### src/hw/rtl/murmur3_32_stream_hash_defines.svh
// Assertion macros for the MurmurHash3 stream hash block.
// Included by files that check their own logic; depends on nothing else.
`ifndef MURMUR3_32_STREAM_HASH_DEFINES_SVH
`define MURMUR3_32_STREAM_HASH_DEFINES_SVH

// Same-cycle implication, sampled on clk and disabled during reset.
`define M3H_ASSERT_SAME(label, ante, cons) \
    label: assert property (@(posedge clk) disable iff (!rst_n) (ante) |-> (cons)) \
        else $error("m3h: same-cycle check failed");

// Next-cycle implication, sampled on clk and disabled during reset.
`define M3H_ASSERT_NEXT(label, ante, cons) \
    label: assert property (@(posedge clk) disable iff (!rst_n) (ante) |=> (cons)) \
        else $error("m3h: next-cycle check failed");

`endif

### src/hw/rtl/m3h_pkg.sv
// Shared constants, command and status types and mixing helpers for the hash block.
// Used by the controller, the datapath and the top level; depends on nothing.
package m3h_pkg;

    localparam logic [31:0] MIX_C1  = 32'hcc9e2d51;
    localparam logic [31:0] MIX_C2  = 32'h1b873593;
    localparam logic [31:0] MIX_ADD = 32'he6546b64;
    localparam logic [31:0] FMIX_C1 = 32'h85ebca6b;
    localparam logic [31:0] FMIX_C2 = 32'hc2b2ae35;
    localparam logic [2:0]  FULL_BYTES = 3'd4;

    typedef struct packed {
        logic load;
        logic mix2;
        logic absorb;
        logic fin1;
        logic fin2;
        logic fin3;
    } m3h_cmd_t;

    typedef struct packed {
        logic last;
    } m3h_sts_t;

    function automatic logic [31:0] mul32(input logic [31:0] a, input logic [31:0] b);
        logic [63:0] p;
        begin
            p = {32'd0, a} * {32'd0, b};
            return p[31:0];
        end
    endfunction

    function automatic logic [31:0] rotl15(input logic [31:0] v);
        return {v[16:0], v[31:17]};
    endfunction

    function automatic logic [31:0] rotl13(input logic [31:0] v);
        return {v[18:0], v[31:19]};
    endfunction

endpackage

### src/hw/rtl/m3h_ctrl.sv
// Sequencing state machine for the hash block: input handshake, step commands, output valid.
// Depends on m3h_pkg.
module m3h_ctrl
    import m3h_pkg::*;
(
    input  logic      clk,
    input  logic      rst_n,
    input  logic      in_valid,
    output logic      in_stall,
    output logic      out_valid,
    input  logic      out_stall,
    input  m3h_sts_t  sts,
    output m3h_cmd_t  cmd
);

    localparam logic [2:0] S_IDLE = 3'd0;
    localparam logic [2:0] S_MIX2 = 3'd1;
    localparam logic [2:0] S_ABS  = 3'd2;
    localparam logic [2:0] S_FIN1 = 3'd3;
    localparam logic [2:0] S_FIN2 = 3'd4;
    localparam logic [2:0] S_FIN3 = 3'd5;

    logic [2:0] state_reg;
    logic [2:0] state_next;
    logic       out_valid_reg;
    logic       out_valid_next;
    logic       out_free;

    assign in_stall  = (state_reg != S_IDLE);
    assign out_valid = out_valid_reg;
    assign out_free  = !out_valid_reg || !out_stall;

    always_comb
    begin
        state_next = state_reg;
        cmd        = '0;
        unique case (state_reg)
            S_IDLE:
            begin
                if (in_valid)
                begin
                    cmd.load   = 1'b1;
                    state_next = S_MIX2;
                end
            end
            S_MIX2:
            begin
                cmd.mix2   = 1'b1;
                state_next = S_ABS;
            end
            S_ABS:
            begin
                cmd.absorb = 1'b1;
                state_next = sts.last ? S_FIN1 : S_IDLE;
            end
            S_FIN1:
            begin
                cmd.fin1   = 1'b1;
                state_next = S_FIN2;
            end
            S_FIN2:
            begin
                cmd.fin2   = 1'b1;
                state_next = S_FIN3;
            end
            S_FIN3:
            begin
                if (out_free)
                begin
                    cmd.fin3   = 1'b1;
                    state_next = S_IDLE;
                end
            end
            default:
            begin
                state_next = S_IDLE;
            end
        endcase
    end

    always_comb
    begin
        out_valid_next = out_valid_reg;
        priority if (cmd.fin3)
        begin
            out_valid_next = 1'b1;
        end
        else if (out_valid_reg && !out_stall)
        begin
            out_valid_next = 1'b0;
        end
    end

    always_ff @(posedge clk or negedge rst_n)
    begin
        if (!rst_n)
        begin
            state_reg     <= S_IDLE;
            out_valid_reg <= 1'b0;
        end
        else
        begin
            state_reg     <= state_next;
            out_valid_reg <= out_valid_next;
        end
    end

endmodule

### src/hw/rtl/m3h_dp.sv
// Datapath for the hash block: block scramble, running hash, byte count and fmix32 stages.
// Depends on m3h_pkg; driven by commands from m3h_ctrl.
module m3h_dp
    import m3h_pkg::*;
(
    input  logic        clk,
    input  logic        rst_n,
    input  m3h_cmd_t    cmd,
    output m3h_sts_t    sts,
    input  logic [31:0] data_word,
    input  logic [2:0]  valid_bytes,
    input  logic        last_word,
    output logic [31:0] hash_value
);

    logic [31:0] k_reg;
    logic [31:0] k_next;
    logic [31:0] h_reg;
    logic [31:0] h_next;
    logic [31:0] t_reg;
    logic [31:0] t_next;
    logic [31:0] f_reg;
    logic [31:0] f_next;
    logic [31:0] hv_reg;
    logic [31:0] hv_next;
    logic        last_reg;
    logic        last_next;
    logic [2:0]  cnt_reg;
    logic [2:0]  cnt_next;

    logic [2:0]  cnt_sat;
    logic [2:0]  cnt_eff;
    logic [31:0] mask;
    logic [31:0] h_rot;
    logic [31:0] fin_x;

    assign sts.last   = last_reg;
    assign hash_value = hv_reg;

    always_comb
    begin
        cnt_sat = (valid_bytes > FULL_BYTES) ? FULL_BYTES : valid_bytes;
        cnt_eff = last_word ? cnt_sat : FULL_BYTES;
        unique case (cnt_eff)
            3'd0:    mask = 32'h0000_0000;
            3'd1:    mask = 32'h0000_00ff;
            3'd2:    mask = 32'h0000_ffff;
            3'd3:    mask = 32'h00ff_ffff;
            default: mask = 32'hffff_ffff;
        endcase
        h_rot = rotl13(h_reg ^ k_reg);
        fin_x = h_reg ^ t_reg;
    end

    always_comb
    begin
        k_next    = k_reg;
        h_next    = h_reg;
        t_next    = t_reg;
        f_next    = f_reg;
        hv_next   = hv_reg;
        last_next = last_reg;
        cnt_next  = cnt_reg;
        if (cmd.load)
        begin
            k_next    = mul32(data_word & mask, MIX_C1);
            last_next = last_word;
            cnt_next  = cnt_eff;
        end
        if (cmd.mix2)
        begin
            k_next = mul32(rotl15(k_reg), MIX_C2);
        end
        if (cmd.absorb)
        begin
            priority if (cnt_reg == FULL_BYTES)
            begin
                h_next = {h_rot[29:0], 2'b00} + h_rot + MIX_ADD;
            end
            else if (cnt_reg != 3'd0)
            begin
                h_next = h_reg ^ k_reg;
            end
            else
            begin
                h_next = h_reg;
            end
            t_next = t_reg + {29'd0, cnt_reg};
        end
        if (cmd.fin1)
        begin
            f_next = mul32(fin_x ^ {16'd0, fin_x[31:16]}, FMIX_C1);
            h_next = '0;
            t_next = '0;
        end
        if (cmd.fin2)
        begin
            f_next = mul32(f_reg ^ {13'd0, f_reg[31:13]}, FMIX_C2);
        end
        if (cmd.fin3)
        begin
            hv_next = f_reg ^ {16'd0, f_reg[31:16]};
        end
    end

    always_ff @(posedge clk or negedge rst_n)
    begin
        if (!rst_n)
        begin
            h_reg    <= '0;
            t_reg    <= '0;
            last_reg <= 1'b0;
            cnt_reg  <= '0;
        end
        else
        begin
            h_reg    <= h_next;
            t_reg    <= t_next;
            last_reg <= last_next;
            cnt_reg  <= cnt_next;
        end
    end

    always_ff @(posedge clk)
    begin
        k_reg  <= k_next;
        f_reg  <= f_next;
        hv_reg <= hv_next;
    end

endmodule

### src/hw/rtl/murmur3_32_stream_hash.sv
// Top level of the MurmurHash3 x86_32 stream hash (seed 0): controller, datapath, checks.
// Depends on m3h_pkg, m3h_ctrl, m3h_dp and murmur3_32_stream_hash_defines.svh.
//
// Usage:
//   The input channel (in_valid / in_stall) carries one beat per 32-bit message word,
//   first byte in bits 7:0. last_word marks the final beat; valid_bytes (0 to 4, larger
//   values count as 4) gives its byte count and is ignored on other beats.
//   The output channel (out_valid / out_stall) carries one beat, hash_value, per message.
//   Each word runs through the same multiply chain: one multiplier stage per cycle.
//   A word that is not last occupies the block through its load, second-multiply and
//   absorb steps, and no new word is taken until they are done. A last word then also
//   runs the two fmix32 multiply stages and the output stage before the next word can
//   be taken.
//   The result sits in an output register, so a new message can start while it waits.
//   If the receiver stalls, the result holds; a following message stops only at its own
//   final stage until the earlier result has been taken.
//   Reset (rst_n low, asynchronous) clears the running hash and byte count to zero and
//   drops out_valid; the first word may be offered right after reset is released.
`include "murmur3_32_stream_hash_defines.svh"

module murmur3_32_stream_hash
    import m3h_pkg::*;
(
    input  logic        clk,
    input  logic        rst_n,
    input  logic        in_valid,
    output logic        in_stall,
    input  logic [31:0] data_word,
    input  logic [2:0]  valid_bytes,
    input  logic        last_word,
    output logic        out_valid,
    input  logic        out_stall,
    output logic [31:0] hash_value
);

    m3h_cmd_t cmd;
    m3h_sts_t sts;

    m3h_ctrl u_ctrl (
        .clk       (clk),
        .rst_n     (rst_n),
        .in_valid  (in_valid),
        .in_stall  (in_stall),
        .out_valid (out_valid),
        .out_stall (out_stall),
        .sts       (sts),
        .cmd       (cmd)
    );

    m3h_dp u_dp (
        .clk         (clk),
        .rst_n       (rst_n),
        .cmd         (cmd),
        .sts         (sts),
        .data_word   (data_word),
        .valid_bytes (valid_bytes),
        .last_word   (last_word),
        .hash_value  (hash_value)
    );

    `M3H_ASSERT_NEXT(a_busy_after_accept, in_valid && !in_stall, in_stall)
    `M3H_ASSERT_SAME(a_one_step, 1'b1, $onehot0(cmd))
    `M3H_ASSERT_SAME(a_result_from_final, $rose(out_valid), $past(cmd.fin3))
    `M3H_ASSERT_SAME(a_load_only_idle, cmd.load, !in_stall && in_valid)

endmodule

### config.mk
export PLATFORM = sky130hd
export DESIGN_NAME = murmur3_32_stream_hash
export DESIGN_NICKNAME = d
export VERILOG_FILES = /design/src/hw/rtl/m3h_pkg.sv /design/src/hw/rtl/m3h_ctrl.sv /design/src/hw/rtl/m3h_dp.sv /design/src/hw/rtl/murmur3_32_stream_hash.sv
export VERILOG_INCLUDE_DIRS = /design/src /design/src/hw/rtl
export SDC_FILE = /design/constraint.sdc
export NUM_CORES = 2
export LEC_CHECK = 0
export BUFFER_PORTS_ARGS = -buffer_cell sky130_fd_sc_hd__buf_2
export CORE_MARGIN = 4
export CORE_UTILIZATION = 60
export CTS_CLUSTER_DIAMETER = 50
export DETAILED_ROUTE_END_ITERATION = 8
export GPL_TIMING_DRIVEN = 1
export HOLD_SLACK_MARGIN = 0.06
export PLACE_DENSITY_LB_ADDON = 0.08
export SYNTH_ARGS = -nofsm -noshare
export SYNTH_HDL_FRONTEND = slang
export SYNTH_SLANG_ARGS = --single-unit
### constraint.sdc
create_clock -name clk -period 21.7 [get_ports clk]
set_input_delay 1.085 -clock clk [delete_from_list [all_inputs] [get_ports clk]]
set_output_delay 1.085 -clock clk [all_outputs]
set_load 0.1 [all_outputs]
==> impl_results.md <==
* Die Y at 278 µm
* Vias in the first global route at 33,200
* Worst min path class: flip-flop to flip-flop
* Fin crit share at 0.386
* Worst Path Max Fanout at 7
* Grt ovf at 0
* Number of buffers created by CTS at 17
* Met1 Track Usage GR at 0.401
* Mapped cell area at 43,800 µm²
* Final ANT Viol Nets at 0
* Largest net degree at the start of global routing at 73
* FMAX at 0.119 GHz
* CP arrival at 8600 ps
* Postcts setup bufs at 0
* CP Class: flip-flop to flip-flop
* Wire per inst at 21.3 µm
* Synth cell types at 75
* Routed via count at 30,700
* Max-Cap Viols at 0
* First-pass GRT wire length at 187 mm
* Hold Fails Final Rpt at 0
* CTS Hold Bufs at 0
* Clock transition at the registers of the reported paths at 80 ps
* CTS Buffer Depth at 2
* Worst Skew at 21.0 ps
* Syn_nets at 6,107
* Clock latency on the worst-skew pair at 470 ps
* CTS sink cnt at 168
* Mean post-synth cell area at 9.66 µm²
* Reg-to-Reg Start: u_dp.h_reg[25]
* GP Congestion at 0.964
* Crit. Startpoint: u_dp.h_reg[25]
* Syn. warnings at 0
* Top cell type's share of synthesized area at 0.331
* Placeable Area at 72,000 µm²
* Critical Path RT at 21,910 ps
* DP HPWL at 103 mm
* Post-synthesis cell count at 4,539
* Reg2reg path depth at 23
* Standard-cell rows at 98
* Area grow syn2layout at 5.11%
* Post-route minimum period at 8380 ps
* Starting Density at 0.609
* Ranking of synthesized cells by area: fa_1, ha_1, inv_1
* RSZ-0062 raised after global routing: false
* Max-slew violations at 0
* Crit start category: flip-flop
* Async SR Flop Fraction at 0.429
* Status: finished clean
* CTS root buffer: clkbuf_16
* Share of cells above drive strength 1 at 0.0363
* Met2 track demand over resource at 0.555
* Vias per Instance at 5.51
* TritonCTS clock tree: done
* Ys flop type: edfxtp_1
* Post_cts resized at 0
* Critical Path Sink: u_dp.f_reg[31]
* Register area share after synthesis at 0.107
* Initial antenna violation count at 1
* Slew headroom at 0.312
* Remaining DRCs at 0
* I/O pin count at 74
* Post-synthesis sequential element count at 168
* # setup viols final at 0
* CP Capture Type: flip-flop
* DRT iter0 DRCs at 1,696
* Layout net count at 6,179
* Drt first pass iters at 6
* GRT busiest layer: met2
* Reg-to-reg endpoint: u_dp.f_reg[31]
* Layout Utilization at 0.640
* Die X at 278 µm
* Port buffer count at 73
* GRT met3 Usage at 0.0455
* Dominant cell type by area after synthesis: fa_1
* H-tree levels at 4
* R2R setup slack at 13,320 ps
* Setup TNS Final at 0 ps
* DIE AREA at 77,500 µm²
* Global Route Usage Sum at 0.316
* WL final at 119 mm
* Least-Margin Pin Slew at 1030 ps
* Post-synth EDFFs at 96
## worst max-delay path, stage by stage (launching register included)
cell	delay, ps
dfrtp_1	430
xor2_1	280
xnor2_1	850
inv_1	250
fa_1	560
fa_1	540
fa_1	450
fa_1	510
fa_1	540
inv_1	40
fa_1	450
fa_1	490
inv_1	50
fa_1	470
inv_1	40
ha_1	350
and4_1	230
nand2_1	70
a2111oi_0	620
o41ai_1	210
a21oi_1	270
nor4_1	80
nor4_1	290
a21oi_1	60
## kinds of logic (layout without fill, tap and decap cells)
group                      Yosys count  count (layout)  synth area share
DFF                                168             168             0.107
and+or+nand+nor                    585             585            0.0640
muxes                               17              17           0.00405
buffers and inverters             1339            1424             0.115
other                                0               1                 0
adders and majority gates         1528            1528             0.560
AOI/OAI and AO/OA                  520             520            0.0738
xor gates and xnor gates           382             382            0.0763
## worst min path at each step
stage,startpoint,slack (ps),cells past startpoint,to
after floorplan,u_dp.sts,480,1,u_dp.sts
after global placement,u_dp.t_reg[26],520,1,u_dp.t_reg[26]
after detailed placement,u_dp.sts,510,1,u_dp.sts
after CTS,u_dp.sts,530,1,u_dp.sts
after global routing,u_dp.sts,550,1,u_dp.sts
final,u_dp.sts,530,1,u_dp.sts
## cells in the final DEF, fill, tap and decap left out, types with 46 or more instances in the layout
cell type / Yosys / final
a21o_1: 48 / 48
a21oi_1: 123 / 122
buf_2: 0 / 72
dfrtp_1: 72 / 72
edfxtp_1: 96 / 96
fa_1: 725 / 725
ha_1: 803 / 803
inv_1: 1274 / 1274
nand2_1: 185 / 185
nand3_1: 46 / 46
nor2_1: 139 / 139
o21ai_0: 159 / 159
xnor2_1: 240 / 239
xor2_1: 142 / 142
## per-layer routing
| metal | wire length (µm) | part of all wire |
|---|---|---|
| met3 | 6360 | 0.054 |
| met5 | 0 | 0 |
| met1 | 48000 | 0.40 |
| met4 | 4760 | 0.040 |
| met2 | 59800 | 0.50 |
## area by class of cell
class,count,area (µm²)
antenna,1,2.50
tap,950,1190
sequential,168,4680
timing repair buffer,115,683
fill,6154,25900
multi-input combinational,3032,34100
clock buffer,18,429
inverter,1277,4790
clock inverter,14,150
## stage by stage
stage | hold WS [ps] | std cells | setup WS [ps] | instance area [µm²]
floorplan | 480 | 4539 | 14150 | 43800
global placement | 519 | 5542 | 13390 | 45500
detailed placement | 513 | 5542 | 13280 | 45500
CTS | 530 | 5574 | 13300 | 46100
finish | 528 | 5575 | 13320 | 46100
global route | 546 | 5574 | 12840 | 46100
## cells in the mapped netlist (all sizes together), types with 10 or more instances
cell / instances
o31ai: 17
a211oi: 23
dfrtp: 72
or3: 17
nand4: 11
o21a: 22
nand3: 46
clkbuf: 58
a31oi: 13
nand3b: 10
nand2b: 26
edfxtp: 96
nand2: 185
inv: 1277
nor2: 139
fa: 725
xnor2: 240
mux2i: 11
o21ai: 173
a21oi: 123
and3: 27
nor3: 35
ha: 803
nor2b: 23
o21bai: 24
xor2: 142
and2: 30
o211ai: 15
a21boi: 11
a21o: 48
Power is left out: the tool's default activity adds up to more than one toggle a clock period on the data nets, which glitch-free logic cannot reach.
